==> config.mk <==
export PLATFORM = sky130hd
export DESIGN_NAME = soil_moisture_irrigation_controller
export DESIGN_NICKNAME = d
export VERILOG_FILES = /design/src/hdl/smic_pkg.sv /design/src/hdl/smic_ram.sv /design/src/hdl/smic_div.sv /design/src/hdl/soil_moisture_irrigation_controller.sv
export SDC_FILE = /design/constraint.sdc
export NUM_CORES = 1
export LEC_CHECK = 0
export ABC_AREA = 1
export BUFFER_PORTS_ARGS = -buffer_cell sky130_fd_sc_hd__buf_4
export CELL_PAD_IN_SITES_DETAIL_PLACEMENT = 0
export CELL_PAD_IN_SITES_GLOBAL_PLACEMENT = 1
export CORE_ASPECT_RATIO = 0.9
export CORE_MARGIN = 2
export CORE_UTILIZATION = 45
export CTS_CLUSTER_DIAMETER = 50
export CTS_CLUSTER_SIZE = 25
export DETAILED_ROUTE_END_ITERATION = 10
export PLACE_DENSITY = 0.76
export REMOVE_ABC_BUFFERS = 1
export SLEW_MARGIN = 20
export SYNTH_ARGS = -nofsm -noshare
export SYNTH_HDL_FRONTEND = slang
export SYNTH_SLANG_ARGS = --single-unit
export TNS_END_PERCENT = 100
==> constraint.sdc <==
create_clock -name clock -period 20.6 [get_ports clock]
set_clock_uncertainty 0.15 [all_clocks]
set_input_delay 0 -clock clock [delete_from_list [all_inputs] [get_ports clock]]
set_output_delay 0 -clock clock [all_outputs]
set_load 0.01 [all_outputs]
==> src/hdl/smic_pkg.sv <==
// Types, constants and helper functions of the soil moisture irrigation controller.
`timescale 1ns / 1ps

package smic_pkg;

   localparam int CHANNELS_DEFAULT = 4;

   localparam int CMD_W      = 2;
   localparam int CHAN_W     = 2;
   localparam int SAMPLE_W   = 10;
   localparam int HUM_W      = 7;
   localparam int CNT_W      = 17;
   localparam int TICK_W     = 16;
   localparam int THRESH_W   = 28;
   localparam int MASK_W     = 4;
   localparam int CSR_IDX_W  = 3;
   localparam int CSR_DATA_W = 28;

   // Command codes of a request.
   localparam logic [CMD_W-1:0] CMD_TICK  = 2'd0;
   localparam logic [CMD_W-1:0] CMD_START = 2'd1;
   localparam logic [CMD_W-1:0] CMD_STOP  = 2'd2;

   // Register indexes of the configuration port.
   localparam logic [CSR_IDX_W-1:0] CSR_THRESHOLDS  = 3'd0;
   localparam logic [CSR_IDX_W-1:0] CSR_AUTO_MASK   = 3'd1;
   localparam logic [CSR_IDX_W-1:0] CSR_ANALOG_MIN  = 3'd2;
   localparam logic [CSR_IDX_W-1:0] CSR_ANALOG_MAX  = 3'd3;
   localparam logic [CSR_IDX_W-1:0] CSR_PAUSE_TICKS = 3'd4;
   localparam logic [CSR_IDX_W-1:0] CSR_RUN_TICKS   = 3'd5;
   localparam logic [CSR_IDX_W-1:0] CSR_REPORT_INTV = 3'd6;

   // Configuration reset values.
   localparam logic [SAMPLE_W-1:0] ANALOG_MAX_RESET  = 10'd1023;
   localparam logic [TICK_W-1:0]   PAUSE_TICKS_RESET = 16'd60;
   localparam logic [TICK_W-1:0]   RUN_TICKS_RESET   = 16'd30;
   localparam logic [TICK_W-1:0]   REPORT_INTV_RESET = 16'd10;

   localparam logic [CNT_W-1:0] CNT_MAX = '1;

   // Division of a 10-bit magnitude by ten: multiply by 205, drop 11 bits.
   localparam logic [7:0] RECIP_TEN   = 8'd205;
   localparam int         RECIP_SHIFT = 11;
   localparam int         RECIP_PROD_W = SAMPLE_W + 8;

   localparam logic [HUM_W-1:0] PCT_FULL = 7'd100;

   // Percent scaling divider operand widths.
   localparam int QUOT_W = 17;
   localparam int DEN_W  = 10;

   typedef enum logic [1:0] {
      PH_IDLE,
      PH_START,
      PH_IRRIGATE,
      PH_STOP
   } phase_type;

   typedef enum logic [2:0] {
      ST_IDLE,
      ST_FILT,
      ST_SCALE,
      ST_DIV,
      ST_WRITE
   } state_type;

   typedef struct packed {
      phase_type             phase;
      logic [CNT_W-1:0]      run_cnt;
      logic [CNT_W-1:0]      rep_cnt;
      logic [SAMPLE_W-1:0]   filt;
      logic [HUM_W-1:0]      hum;
   } entry_type;

   localparam int ENTRY_W = $bits(entry_type);

   localparam entry_type ENTRY_RESET = '{
      phase:   PH_IDLE,
      run_cnt: 17'd60,
      rep_cnt: 17'd10,
      filt:    '0,
      hum:     '0
   };

   typedef struct packed {
      logic              start;
      logic [QUOT_W-1:0] num;
      logic [DEN_W-1:0]  den;
   } div_req_type;

   typedef struct packed {
      logic              done;
      logic [QUOT_W-1:0] quot;
   } div_rsp_type;

   function automatic logic [CNT_W-1:0] inc_sat(input logic [CNT_W-1:0] x);
      return (x == CNT_MAX) ? x : x + 1'b1;
   endfunction

endpackage

==> src/hdl/smic_ram.sv <==
// Generic single-port-write, registered-read RAM.
`timescale 1ns / 1ps

module smic_ram #(
   parameter int WIDTH = smic_pkg::ENTRY_W,
   parameter int DEPTH = smic_pkg::CHANNELS_DEFAULT
) (
   input  logic                                  clock,
   input  logic                                  we,
   input  logic [((DEPTH > 1) ? $clog2(DEPTH) : 1)-1:0] waddr,
   input  logic [WIDTH-1:0]                      wdata,
   input  logic                                  re,
   input  logic [((DEPTH > 1) ? $clog2(DEPTH) : 1)-1:0] raddr,
   output logic [WIDTH-1:0]                      rdata
);

   logic [WIDTH-1:0] mem_ff [DEPTH];
   logic [WIDTH-1:0] rdata_ff;

   always_ff @(posedge clock) begin
      if (we) begin
         mem_ff[waddr] <= wdata;
      end
      if (re) begin
         rdata_ff <= mem_ff[raddr];
      end
   end

   assign rdata = rdata_ff;

endmodule

==> src/hdl/smic_div.sv <==
// Restoring divider, one quotient bit per cycle, for the humidity percent scaling.
`timescale 1ns / 1ps

module smic_div (
   input  logic                     clock,
   input  logic                     reset,
   input  smic_pkg::div_req_type    div_req,
   output smic_pkg::div_rsp_type    div_rsp
);

   localparam int NW     = smic_pkg::QUOT_W;
   localparam int DW     = smic_pkg::DEN_W;
   localparam int STEP_W = $clog2(NW + 1);

   logic              busy_ff, busy_in;
   logic              done_ff, done_in;
   logic [STEP_W-1:0] cnt_ff, cnt_in;
   logic [DW-1:0]     rem_ff, rem_in;
   logic [NW-1:0]     quo_ff, quo_in;
   logic [DW-1:0]     den_ff, den_in;

   logic [DW:0]       trial;
   logic [DW:0]       trial_sub;
   logic              ge;

   assign trial     = {rem_ff, quo_ff[NW-1]};
   assign ge        = (trial >= {1'b0, den_ff});
   assign trial_sub = trial - {1'b0, den_ff};

   always_comb begin
      busy_in = busy_ff;
      done_in = 1'b0;
      cnt_in  = cnt_ff;
      rem_in  = rem_ff;
      quo_in  = quo_ff;
      den_in  = den_ff;
      if (div_req.start) begin
         busy_in = 1'b1;
         cnt_in  = STEP_W'(NW);
         rem_in  = '0;
         quo_in  = div_req.num;
         den_in  = div_req.den;
      end else if (busy_ff) begin
         // The partial remainder stays below the divisor when the divisor is nonzero.
         rem_in = ge ? trial_sub[DW-1:0] : trial[DW-1:0];
         quo_in = {quo_ff[NW-2:0], ge};
         cnt_in = cnt_ff - 1'b1;
         if (cnt_ff == STEP_W'(1)) begin
            busy_in = 1'b0;
            done_in = 1'b1;
         end
      end
   end

   always_ff @(posedge clock) begin
      if (reset) begin
         busy_ff <= 1'b0;
         done_ff <= 1'b0;
         cnt_ff  <= '0;
      end else begin
         busy_ff <= busy_in;
         done_ff <= done_in;
         cnt_ff  <= cnt_in;
      end
      rem_ff <= rem_in;
      quo_ff <= quo_in;
      den_ff <= den_in;
   end

   assign div_rsp.done = done_ff;
   assign div_rsp.quot = quo_ff;

endmodule

==> src/hdl/soil_moisture_irrigation_controller.sv <==
// Top level of the per-channel soil moisture irrigation controller.
//
//   channel | ports                                   | accepted when
//   --------+-----------------------------------------+--------------------------
//   request | req_cmd, req_channel, req_analog_sample | req_valid && req_ready
//   result  | rsp_out_channel .. rsp_humidity_event   | rsp_valid && rsp_ready
//   config  | csr_index, csr_wdata                    | csr_we
//
// One request is processed at a time. A manual command or a tick without a
// sample skips the scale step and the 17-step percent divider that a sampling
// tick passes. Channel state lives in a RAM with a registered read; a valid
// bit per channel stands in for its reset contents. Reset is synchronous and
// active high. A result waiting in the output register does not block the
// next request until that request reaches its write-back step.
`timescale 1ns / 1ps

module soil_moisture_irrigation_controller #(
   parameter int CHANNELS = smic_pkg::CHANNELS_DEFAULT
) (
   input  logic                               clock,
   input  logic                               reset,
   input  logic                               req_valid,
   output logic                               req_ready,
   input  logic [smic_pkg::CMD_W-1:0]         req_cmd,
   input  logic [smic_pkg::CHAN_W-1:0]        req_channel,
   input  logic [smic_pkg::SAMPLE_W-1:0]      req_analog_sample,
   output logic                               rsp_valid,
   input  logic                               rsp_ready,
   output logic [smic_pkg::CHAN_W-1:0]        rsp_out_channel,
   output logic                               rsp_motor_on,
   output logic                               rsp_motor_event,
   output logic [smic_pkg::HUM_W-1:0]         rsp_humidity,
   output logic                               rsp_humidity_event,
   input  logic                               csr_we,
   input  logic [smic_pkg::CSR_IDX_W-1:0]     csr_index,
   input  logic [smic_pkg::CSR_DATA_W-1:0]    csr_wdata
);

   localparam int AW     = (CHANNELS > 1) ? $clog2(CHANNELS) : 1;
   localparam int CNT_W  = smic_pkg::CNT_W;
   localparam int SW     = smic_pkg::SAMPLE_W;
   localparam int HW     = smic_pkg::HUM_W;
   localparam int PW     = smic_pkg::RECIP_PROD_W;
   localparam int NUM_W  = smic_pkg::QUOT_W + 1;

   // Configuration registers.
   logic [smic_pkg::THRESH_W-1:0] thresh_ff;
   logic [smic_pkg::MASK_W-1:0]   auto_ff;
   logic [SW-1:0]                 min_ff;
   logic [SW-1:0]                 max_ff;
   logic [smic_pkg::TICK_W-1:0]   pause_ff;
   logic [smic_pkg::TICK_W-1:0]   run_ff;
   logic [smic_pkg::TICK_W-1:0]   intv_ff;

   // Request held for the duration of its processing.
   logic [smic_pkg::CMD_W-1:0]    cmd_ff;
   logic [smic_pkg::CHAN_W-1:0]   chan_ff;
   logic [SW-1:0]                 sample_ff;

   smic_pkg::state_type           state_ff, state_in;
   logic [CHANNELS-1:0]           valid_ff;
   smic_pkg::entry_type           upd_ff, upd_in;
   logic                          hum_ev_ff, hum_ev_in;
   logic                          zero_ff, zero_in;

   logic                          rsp_valid_ff, rsp_valid_in;
   logic [smic_pkg::CHAN_W-1:0]   rsp_chan_ff, rsp_chan_in;
   logic                          rsp_on_ff, rsp_on_in;
   logic                          rsp_mev_ff, rsp_mev_in;
   logic [HW-1:0]                 rsp_hum_ff, rsp_hum_in;
   logic                          rsp_hev_ff, rsp_hev_in;

   logic                          accept;
   logic                          in_range;
   logic                          out_free;
   logic [AW-1:0]                 idx;
   logic                          ram_we;
   logic [smic_pkg::ENTRY_W-1:0]  ram_rdata;
   smic_pkg::entry_type           cur;

   logic                          do_samp;
   logic signed [SW:0]            fdiff;
   logic [SW-1:0]                 fmag;
   logic [PW-1:0]                 fprod;
   logic [SW-1:0]                 fstep;
   logic [SW-1:0]                 filt_new;

   logic signed [SW:0]            sdiff;
   logic signed [NUM_W-1:0]       snum;
   logic signed [SW:0]            sden;
   logic [smic_pkg::QUOT_W-1:0]   num_mag;
   logic [smic_pkg::DEN_W-1:0]    den_mag;
   logic                          zero_c;
   logic [HW-1:0]                 hum_div;

   smic_pkg::div_req_type         div_req;
   smic_pkg::div_rsp_type         div_rsp;

   smic_pkg::entry_type           mach_entry;
   logic                          mach_on;
   logic                          mach_ev;
   logic [HW-1:0]                 thresh;
   logic [CNT_W-1:0]              pause_ext;
   logic [CNT_W-1:0]              run_ext;

   assign accept   = req_valid && req_ready;
   assign in_range = ({1'b0, chan_ff} < 3'(CHANNELS));
   assign idx      = chan_ff[AW-1:0];
   assign out_free = !rsp_valid_ff || rsp_ready;

   smic_ram #(
      .WIDTH (smic_pkg::ENTRY_W),
      .DEPTH (CHANNELS)
   ) u_state_ram (
      .clock (clock),
      .we    (ram_we),
      .waddr (idx),
      .wdata (mach_entry),
      .re    (accept),
      .raddr (req_channel[AW-1:0]),
      .rdata (ram_rdata)
   );

   smic_div u_div (
      .clock   (clock),
      .reset   (reset),
      .div_req (div_req),
      .div_rsp (div_rsp)
   );

   // A channel that was never written back reads as its reset contents.
   assign cur = valid_ff[idx] ? smic_pkg::entry_type'(ram_rdata) : smic_pkg::ENTRY_RESET;

   // Low-pass step: filt += (sample - filt) / 10, truncated toward zero.
   assign do_samp  = (cur.rep_cnt > CNT_W'(intv_ff));
   assign fdiff    = $signed({1'b0, sample_ff}) - $signed({1'b0, cur.filt});
   assign fmag     = fdiff[SW] ? SW'(-fdiff) : SW'(fdiff);
   assign fprod    = PW'(fmag) * PW'(smic_pkg::RECIP_TEN);
   assign fstep    = SW'(fprod[PW-1:smic_pkg::RECIP_SHIFT]);
   assign filt_new = fdiff[SW] ? (cur.filt - fstep) : (cur.filt + fstep);

   // Percent scaling operands; the quotient is used by magnitude only.
   assign sdiff   = $signed({1'b0, upd_ff.filt}) - $signed({1'b0, min_ff});
   assign snum    = NUM_W'(sdiff) * $signed(NUM_W'(smic_pkg::PCT_FULL));
   assign sden    = $signed({1'b0, max_ff}) - $signed({1'b0, min_ff});
   assign num_mag = snum[NUM_W-1] ? smic_pkg::QUOT_W'(-snum) : smic_pkg::QUOT_W'(snum);
   assign den_mag = sden[SW] ? smic_pkg::DEN_W'(-sden) : smic_pkg::DEN_W'(sden);
   // Equal endpoints or a negative quotient both end at zero percent.
   assign zero_c  = (sden == '0) || (snum[NUM_W-1] ^ sden[SW]);
   assign hum_div = zero_ff ? '0 :
                    (div_rsp.quot > smic_pkg::QUOT_W'(smic_pkg::PCT_FULL)) ?
                    smic_pkg::PCT_FULL : div_rsp.quot[HW-1:0];

   assign thresh    = thresh_ff[HW*chan_ff +: HW];
   assign pause_ext = CNT_W'(pause_ff);
   assign run_ext   = CNT_W'(run_ff);

   // Phase machine of the addressed channel, applied at write-back.
   always_comb begin
      mach_entry = upd_ff;
      mach_on    = 1'b0;
      mach_ev    = 1'b0;
      case (cmd_ff)
         smic_pkg::CMD_START: begin
            mach_entry.phase = smic_pkg::PH_START;
         end
         smic_pkg::CMD_STOP: begin
            mach_entry.phase = smic_pkg::PH_STOP;
         end
         smic_pkg::CMD_TICK: begin
            case (upd_ff.phase)
               smic_pkg::PH_IDLE: begin
                  if (upd_ff.run_cnt <= pause_ext) begin
                     mach_entry.run_cnt = smic_pkg::inc_sat(upd_ff.run_cnt);
                  end
                  if ((mach_entry.run_cnt >= pause_ext) && auto_ff[chan_ff] &&
                      (upd_ff.hum < thresh)) begin
                     mach_entry.phase = smic_pkg::PH_START;
                  end
               end
               smic_pkg::PH_START: begin
                  mach_entry.run_cnt = '0;
                  mach_entry.phase   = smic_pkg::PH_IRRIGATE;
                  mach_on            = 1'b1;
                  mach_ev            = 1'b1;
               end
               smic_pkg::PH_IRRIGATE: begin
                  if (upd_ff.run_cnt > run_ext) begin
                     mach_entry.phase = smic_pkg::PH_STOP;
                  end
                  mach_entry.run_cnt = smic_pkg::inc_sat(upd_ff.run_cnt);
               end
               default: begin
                  mach_entry.run_cnt = '0;
                  mach_entry.phase   = smic_pkg::PH_IDLE;
                  mach_ev            = 1'b1;
               end
            endcase
         end
         default: begin
         end
      endcase
   end

   // Sequencer: next state and datapath controls.
   always_comb begin
      state_in      = state_ff;
      upd_in        = upd_ff;
      hum_ev_in     = hum_ev_ff;
      zero_in       = zero_ff;
      req_ready     = 1'b0;
      ram_we        = 1'b0;
      div_req.start = 1'b0;
      div_req.num   = num_mag;
      div_req.den   = den_mag;
      rsp_valid_in  = rsp_valid_ff && !rsp_ready;
      rsp_chan_in   = rsp_chan_ff;
      rsp_on_in     = rsp_on_ff;
      rsp_mev_in    = rsp_mev_ff;
      rsp_hum_in    = rsp_hum_ff;
      rsp_hev_in    = rsp_hev_ff;
      case (state_ff)
         smic_pkg::ST_IDLE: begin
            req_ready = 1'b1;
            if (req_valid) begin
               state_in = smic_pkg::ST_FILT;
            end
         end
         smic_pkg::ST_FILT: begin
            upd_in    = cur;
            hum_ev_in = 1'b0;
            state_in  = smic_pkg::ST_WRITE;
            if (cmd_ff == smic_pkg::CMD_TICK) begin
               upd_in.rep_cnt = smic_pkg::inc_sat(cur.rep_cnt);
               if (do_samp) begin
                  upd_in.rep_cnt = '0;
                  upd_in.filt    = filt_new;
                  state_in       = smic_pkg::ST_SCALE;
               end
            end
         end
         smic_pkg::ST_SCALE: begin
            zero_in       = zero_c;
            div_req.start = 1'b1;
            state_in      = smic_pkg::ST_DIV;
         end
         smic_pkg::ST_DIV: begin
            if (div_rsp.done) begin
               hum_ev_in  = (hum_div != upd_ff.hum);
               upd_in.hum = hum_div;
               state_in   = smic_pkg::ST_WRITE;
            end
         end
         smic_pkg::ST_WRITE: begin
            if (out_free) begin
               ram_we       = in_range;
               rsp_valid_in = 1'b1;
               rsp_chan_in  = chan_ff;
               rsp_on_in    = in_range && mach_on;
               rsp_mev_in   = in_range && mach_ev;
               rsp_hum_in   = in_range ? upd_ff.hum : '0;
               rsp_hev_in   = in_range && hum_ev_ff;
               state_in     = smic_pkg::ST_IDLE;
            end
         end
         default: begin
            state_in = smic_pkg::ST_IDLE;
         end
      endcase
   end

   always_ff @(posedge clock) begin
      if (reset) begin
         state_ff     <= smic_pkg::ST_IDLE;
         rsp_valid_ff <= 1'b0;
      end else begin
         state_ff     <= state_in;
         rsp_valid_ff <= rsp_valid_in;
      end
   end

   always_ff @(posedge clock) begin
      if (reset) begin
         valid_ff <= '0;
      end else if (ram_we) begin
         valid_ff[idx] <= 1'b1;
      end
   end

   always_ff @(posedge clock) begin
      if (reset) begin
         thresh_ff <= '0;
         auto_ff   <= '0;
         min_ff    <= '0;
         max_ff    <= smic_pkg::ANALOG_MAX_RESET;
         pause_ff  <= smic_pkg::PAUSE_TICKS_RESET;
         run_ff    <= smic_pkg::RUN_TICKS_RESET;
         intv_ff   <= smic_pkg::REPORT_INTV_RESET;
      end else if (csr_we) begin
         case (csr_index)
            smic_pkg::CSR_THRESHOLDS:  thresh_ff <= csr_wdata;
            smic_pkg::CSR_AUTO_MASK:   auto_ff   <= csr_wdata[smic_pkg::MASK_W-1:0];
            smic_pkg::CSR_ANALOG_MIN:  min_ff    <= csr_wdata[SW-1:0];
            smic_pkg::CSR_ANALOG_MAX:  max_ff    <= csr_wdata[SW-1:0];
            smic_pkg::CSR_PAUSE_TICKS: pause_ff  <= csr_wdata[smic_pkg::TICK_W-1:0];
            smic_pkg::CSR_RUN_TICKS:   run_ff    <= csr_wdata[smic_pkg::TICK_W-1:0];
            smic_pkg::CSR_REPORT_INTV: intv_ff   <= csr_wdata[smic_pkg::TICK_W-1:0];
            default: begin
            end
         endcase
      end
   end

   always_ff @(posedge clock) begin
      if (accept) begin
         cmd_ff    <= req_cmd;
         chan_ff   <= req_channel;
         sample_ff <= req_analog_sample;
      end
      upd_ff      <= upd_in;
      hum_ev_ff   <= hum_ev_in;
      zero_ff     <= zero_in;
      rsp_chan_ff <= rsp_chan_in;
      rsp_on_ff   <= rsp_on_in;
      rsp_mev_ff  <= rsp_mev_in;
      rsp_hum_ff  <= rsp_hum_in;
      rsp_hev_ff  <= rsp_hev_in;
   end

   assign rsp_valid          = rsp_valid_ff;
   assign rsp_out_channel    = rsp_chan_ff;
   assign rsp_motor_on       = rsp_on_ff;
   assign rsp_motor_event    = rsp_mev_ff;
   assign rsp_humidity       = rsp_hum_ff;
   assign rsp_humidity_event = rsp_hev_ff;

endmodule

Word level (Yosys, flattened, before mapping) --
Memory sizes are Yosys's and may differ from the RTL's. A register that Yosys moved wholly into a read port is not among the register bits. Cells that the tools add are included.
Word-level totals: flip-flop bits (word level) 233, memory bits (writable) 212, bits of input ports 50, output and inout port bits 14, word-level logic and storage cells 165, memories kept 1
Memories:
- u_state_ram.mem_ff | depth 4, bits a word 53, rd ports 1, clocked after Yosys merged registers in 1, wr ports 1, RTL line smic_ram.sv:17 | logic [WIDTH-1:0] mem_ff [DEPTH];
Cells by class: add/sub/neg operators 12, multiply operators 3, magnitude comparators 9, equal/unequal tests 21, shifts and indexed selects 1, muxes and demuxes 54, bitwise operators 3, reduce and logical (&&, ||, !) cells 29
Operators by type and width (count):
- $mux 17 | 9
- $pmux 19 s3 | 1
- $mux 27 | 2
- $mux 10 | 4
- $add 17x1->17 const B | 2
- $eq 17x17->1 const B | 2
- $gt 17x16->1 | 2
- $mux 34 | 1
- $sub 10x10->11 | 3
- $shiftx 28x6->7 | 1
- $mux 7 | 3
- $neg 10->10 | 2
- $mul 10x8->18 const B | 1
- $mux 1 | 18
- $reduce_and 2->1 | 9
- $ge 17x16->1 | 1
- $gt 17x7->1 const B | 1
- $le 17x16->1 | 1
- $neg 17->17 | 1
- $mul 11x6->16 const B | 1
- $mux 3 | 5
- $pmux 3 s5 | 1
- $pmux 7 s2 | 1
- $eq 3x2->1 const B | 4
- 36 further kinds | 56

Logic depth before layout (Yosys ltp) --
word-level depth 11, gate-level depth with buffers 61

Cells and area by module --
Synthesis repeated with hierarchy kept, for this count alone.
Unflattened totals: cells, all modules 3258, area, all modules 28562.4 um^2
By module, submodules not included:
- soil_moisture_irrigation_controller | times used 1, cells each 2063, area each 15508.6 um^2
- smic_ram | times used 1, cells each 891, area each 10520.1 um^2
- smic_div | times used 1, cells each 304, area each 2533.7 um^2

Worst setup path after synthesis --
No wires, ideal clock.
path type reg2reg, start point register chan_ff[0] (netlist bit), end point register upd_ff (netlist bit mach_entry[16]) (data pin), data arrival time 8.209 ns, setup slack 11.988 ns, stages on the path, launching flop included 55, path buffers 2, period minus slack after synthesis 8.612 ns, cells stage by stage edfxtp_1 -> nor2_2 -> nand2_2 -> nand2_2 -> a21oi_4 -> nand2_8 -> buf_6 -> clkbuf_1 -> nand2_1 -> ha_1 -> nand2_1 -> inv_1 -> nand2_1 -> nand2_1 -> a21oi_1 -> xor2_1 -> nor3_1 -> or2_2 -> (+19 left out) -> or2_2 -> xnor2_1 -> ha_1 -> a21oi_1 -> o21ai_0 -> a21o_1 -> nand2_1 -> nand2_1 -> a21oi_1 -> o21bai_1 -> nand2_1 -> nand2_1 -> a21oi_1 -> inv_1 -> nand2_1 -> nand3_1 -> nand2_1 -> nand2_1
On the way: word-level cells in the longest chain between the ends 11, elaborated cells on any way between the ends 13, classes of those cells add/sub (4); mul (1); order compare (1); mux (7)
RTL lines:
- from (decl) | RTL line soil_moisture_irrigation_controller.sv:57 | logic [smic_pkg::CHAN_W-1:0] chan_ff;
- from (signal assigned) | RTL line soil_moisture_irrigation_controller.sv:317 | chan_ff <= req_channel;
- $bmux 1 s2 (*) | RTL line soil_moisture_irrigation_controller.sv:132 | assign cur = valid_ff[idx] ? smic_pkg::entry_type'(ram_rdata) : smic_pkg::ENTRY_RESET;
- $mux 1 (implied by the code) (*) | RTL line soil_moisture_irrigation_controller.sv:132
- $mux 34 (*) | RTL line soil_moisture_irrigation_controller.sv:132
- $sub 10x10->11 | RTL line soil_moisture_irrigation_controller.sv:136 | assign fdiff = $signed({1'b0, sample_ff}) - $signed({1'b0, cur.filt});
- $neg 10->10 | RTL line soil_moisture_irrigation_controller.sv:137 | assign fmag = fdiff[SW] ? SW'(-fdiff) : SW'(fdiff);
- $mux 10 | RTL line soil_moisture_irrigation_controller.sv:137
- $mul 10x8->18 | RTL line soil_moisture_irrigation_controller.sv:138 | assign fprod = PW'(fmag) * PW'(smic_pkg::RECIP_TEN);
- $add 10x7->10 / $sub 10x7->10 (equally long branches) | RTL line soil_moisture_irrigation_controller.sv:140 | assign filt_new = fdiff[SW] ? (cur.filt - fstep) : (cur.filt + fstep);
- $mux 10 | RTL line soil_moisture_irrigation_controller.sv:140
- $mux 27 | RTL line soil_moisture_irrigation_controller.sv:235 | if (do_samp) begin
- $mux 27 (*) | RTL line soil_moisture_irrigation_controller.sv:233 | if (cmd_ff == smic_pkg::CMD_TICK) begin
- to (signal assigned) | RTL line soil_moisture_irrigation_controller.sv:320 | upd_ff <= upd_in;
- to (decl) | RTL line soil_moisture_irrigation_controller.sv:62 | smic_pkg::entry_type upd_ff, upd_in;
Every way passes the cells marked *; elsewhere a longest branch is shown, timed or not. The select of a mux whose other input is x is not followed. A chain may end at the register's enable or synchronous reset.

Worst setup path in the final report --
Same ends and word-level chain as after synthesis.

==> metrics.cfg <==
[logic_synthesis]
netlist_instances = 2903
synthArstFlopShare_pct = 0
synth_edf_count = 373
synth-seq-cells = 498
netlist_area_sq_mm = 0.0274
ys.flop_type = edfxtp_1
yosys_warnings = 0
yosys.cell_types.count = 65
ys_seq_area_share_pct = 50.1
postSynthAreaPerCell_sq_um = 9.42

[timing]
slew_viol_final = 0
whs_ns = 0.0557
rsz0062_at_grt = false
fin_crit_ns = 9.65
fin_tns_setup_ns = 0
slew-limit-headroom_pct = 10.6
hold_violations = 0
period_share_pct = 46.8
setup_violations = 0
max_freq_mhz = 104
tightest_slew_ns = 1.32

[drt]
vias = 20964
avgViaCountPerCell = 5.42
route.met3.wl_microns = 4540
met2_length_microns = 30900
wl_met1_microns = 35000
drtPass1Iterations = 5
drc = 0
detail-route-antenna-nets = 0
drt-wirelength-per-cell_microns = 18.5
wirelength_microns = 71400
topRoutingLayerUsed = met4
detail_route.iter0.violations = 1871

[floorplanning]
ios = 64
start_util_pct = 45.6
rows = 85
fp.dieArea_sq_mm = 0.0628
core_region_area_sq_mm = 0.0600
die_h_microns = 238
die_w_microns = 264

[layout]
final_nets = 3334
num_antenna_cells = 0
area_delta_synth_final_pct = 14.7
drive_above_1_share_pct = 8.36

[global_routing]
track_usage_pct = 22.6
grt_pass1_wl_microns = 112000
overflow = 0
antenna_found_initial = 0
grt_max_degree = 102
grt_pass1_vias = 20068

[clock_tree]
cts_buffer_depth = 3
cts.sinks = 498
htree_levels = 2
cts_root_buf = clkbuf_16
cts_tree = built
worstSkewPairLatency_ns = 0.62
cts_buffers = 49
clkTransAtPathRegs_ns = 0.08

[critical_path]
critPathRequiredTime_ns = 20.82
crit_type = flop to flop
cp_common_cell = nand2_1
rr_startpoint = chan_ff[0]
cpMaxStageDelayCell = fa_1
cpPeakStageDelay_ns = 0.56
cp_data_arrival_time_ns = 9.87
rr_worst_depth = 50
crit_path_end_kind = flop
start_kind = flop
crit_start = chan_ff[0]
worstPathMaxFanout = 28

[min_path]
hp-start = reset
whs_path_depth = 3
hp-class = input port to flop

[pwr]
power_density_mw_per_mm2 = 159
vdd_drop_max_mv = 0.189
leakage_uw = 0.0131

[placement]
portBuffers = 63
place.gp.congestion = 0.867
dp_hpwl_microns = 47400

[outcome]
status = complete, no violations

[run]
drv_cap = 0

[final timing paths]
kind / to / slack (ns)
setup / recovery: mach_entry[16] / 10.95
hold reg to reg: rsp_humidity_event / 0.28
setup reg to reg: mach_entry[16] / 10.95
hold / removal: u_div.busy_ff / 0.06
[synth_stat cells (4+ instances only)]
| master | instances | area [sq um] |
|---|---|---|
| or2_2 | 18 | 113 |
| nand2_2 | 8 | 50.1 |
| a31oi_1 | 8 | 50.1 |
| dfxtp_1 | 125 | 2500 |
| o21bai_1 | 5 | 37.5 |
| fa_1 | 30 | 601 |
| nand3_1 | 110 | 551 |
| nand3_2 | 6 | 60.1 |
| a221oi_1 | 7 | 61.3 |
| o211ai_1 | 22 | 165 |
| o21ai_0 | 298 | 1490 |
| clkbuf_1 | 78 | 293 |
| nand2_4 | 5 | 56.3 |
| buf_2 | 4 | 20.0 |
| nand3b_1 | 5 | 37.5 |
| a21oi_1 | 144 | 721 |
| nor2_2 | 5 | 31.3 |
| a21o_1 | 8 | 60.1 |
| xnor2_1 | 27 | 236 |
| a22o_1 | 12 | 105 |
| inv_2 | 7 | 26.3 |
| xor2_1 | 77 | 674 |
| nor2_4 | 4 | 45.0 |
| nand4_1 | 27 | 169 |
| nor2_1 | 315 | 1180 |
| o22ai_1 | 59 | 369 |
| nor3_1 | 51 | 255 |
| nor4_1 | 13 | 81.3 |
| nand2_1 | 390 | 1460 |
| ha_1 | 210 | 2630 |
| a211oi_1 | 4 | 30.0 |
| edfxtp_1 | 373 | 11200 |
| inv_1 | 394 | 1480 |
| o21ai_2 | 8 | 70.1 |
[sequential cells by signal (all words and copies together), names as in the netlist, 4 cells and up]
register,flops
sample_ff,10
u_div.quo_ff,17
max_ff,10
upd_ff,19
mach_entry,34
min_ff,10
thresh_ff,28
rsp_humidity,7
u_div.rem_ff,10
run_ff,16
u_state_ram.mem_ff,212
u_div.cnt_ff,5
valid_ff,4
auto_ff,4
u_div.den_ff,10
intv_ff,16
u_state_ram.rdata,53
pause_ff,16
[kinds of logic (layout without fill, tap and decap cells)]
kind of cell,Yosys count,count (layout),share of synthesized area [%]
XOR/XNOR,105,105,3.39
AO/OA/AOI/OAI,597,597,12.3
multiplexers,1,1,0.0366
flip-flops,498,498,50.1
buffers and inverters,493,675,6.91
adder cells (fa/ha/maj),240,240,11.8
AND/OR/NAND/NOR,969,969,15.5
[cell usage in the layout, fill, tap and decap left out, types with 7 or more instances in the layout]
cell type	n
inv_1	391
nand2_1	390
edfxtp_1	373
nor2_1	310
o21ai_0	298
ha_1	210
a21oi_1	144
dfxtp_1	125
nand3_1	110
dlygate4sd3_1	100
buf_4	78
xor2_1	77
o22ai_1	59
clkbuf_16	50
nor3_1	49
fa_1	30
nand4_1	27
xnor2_1	27
o211ai_1	22
or2_2	18
nor4_1	13
a22o_1	12
inv_6	10
nor2_4	9
inv_2	9
a31oi_1	8
nand2_2	8
a21o_1	8
o21ai_2	8
a221oi_1	7
[metal layers]
layer,up-vias,GRT usage (%)
met1,10076,34.8
met2,618,34.5
met3,62,2.63
li1,10208,-
met5,-,0
met4,0,4.41
[worst max-delay path, delay by kind of cell, from the launching register on]
family | cells | cell delay [ns]
flip-flops | 1 | 0.52
XOR/XNOR | 3 | 0.90
AO/OA/AOI/OAI | 12 | 1.88
buffers and inverters | 4 | 0.25
AND/OR/NAND/NOR | 23 | 2.49
adder cells (fa/ha/maj) | 8 | 3.17
[metrics by stage]
step           worst slack, ns  cells  utilization, %  cell area, sq um  power [uW]
6_report                 10.95   3868            52.3             31400        5010
5_1_grt                  10.06   3868            52.3             31400        5500
4_1_cts                  10.95   3868            52.3             31400        5020
3_5_place_dp             11.05   3676            47.7             28600        4000
3_3_place_gp             11.26   3676            47.7             28600        4000
2_1_floorplan            12.14   2815               -             27000        3400
[final cells by class]
class / count / area (sq um)
Multi-Input combinational cell: 1912 / 11800
Inverter: 405 / 1530
Clock inverter: 42 / 529
Timing Repair Buffer: 178 / 1590
Fill cell: 5389 / 28600
Sequential cell: 498 / 13700
Clock buffer: 50 / 1250
Tap cell: 783 / 980
[where the power goes]
| group | total [uW] | switching (uW) | internal, uW | leakage, uW |
|---|---|---|---|---|
| registers | 1200 | 44.5 | 1160 | 0.00444 |
| logic | 2830 | 1750 | 1080 | 0.00780 |
| clock network | 969 | 472 | 498 | 0.000859 |
| total | 5010 | 2270 | 2740 | 0.0131 |
[what timing repair did]
action | 4_1_cts | 5_1_grt
gates resized for setup | 0 | 0
endpoints found under the hold margin | 130 | 0
setup endpoints to repair | 0 | 0
setup buffers | 0 | 0
hold buffers | 100 | 0
No activity file was read; power rests on OpenSTA's default activity.
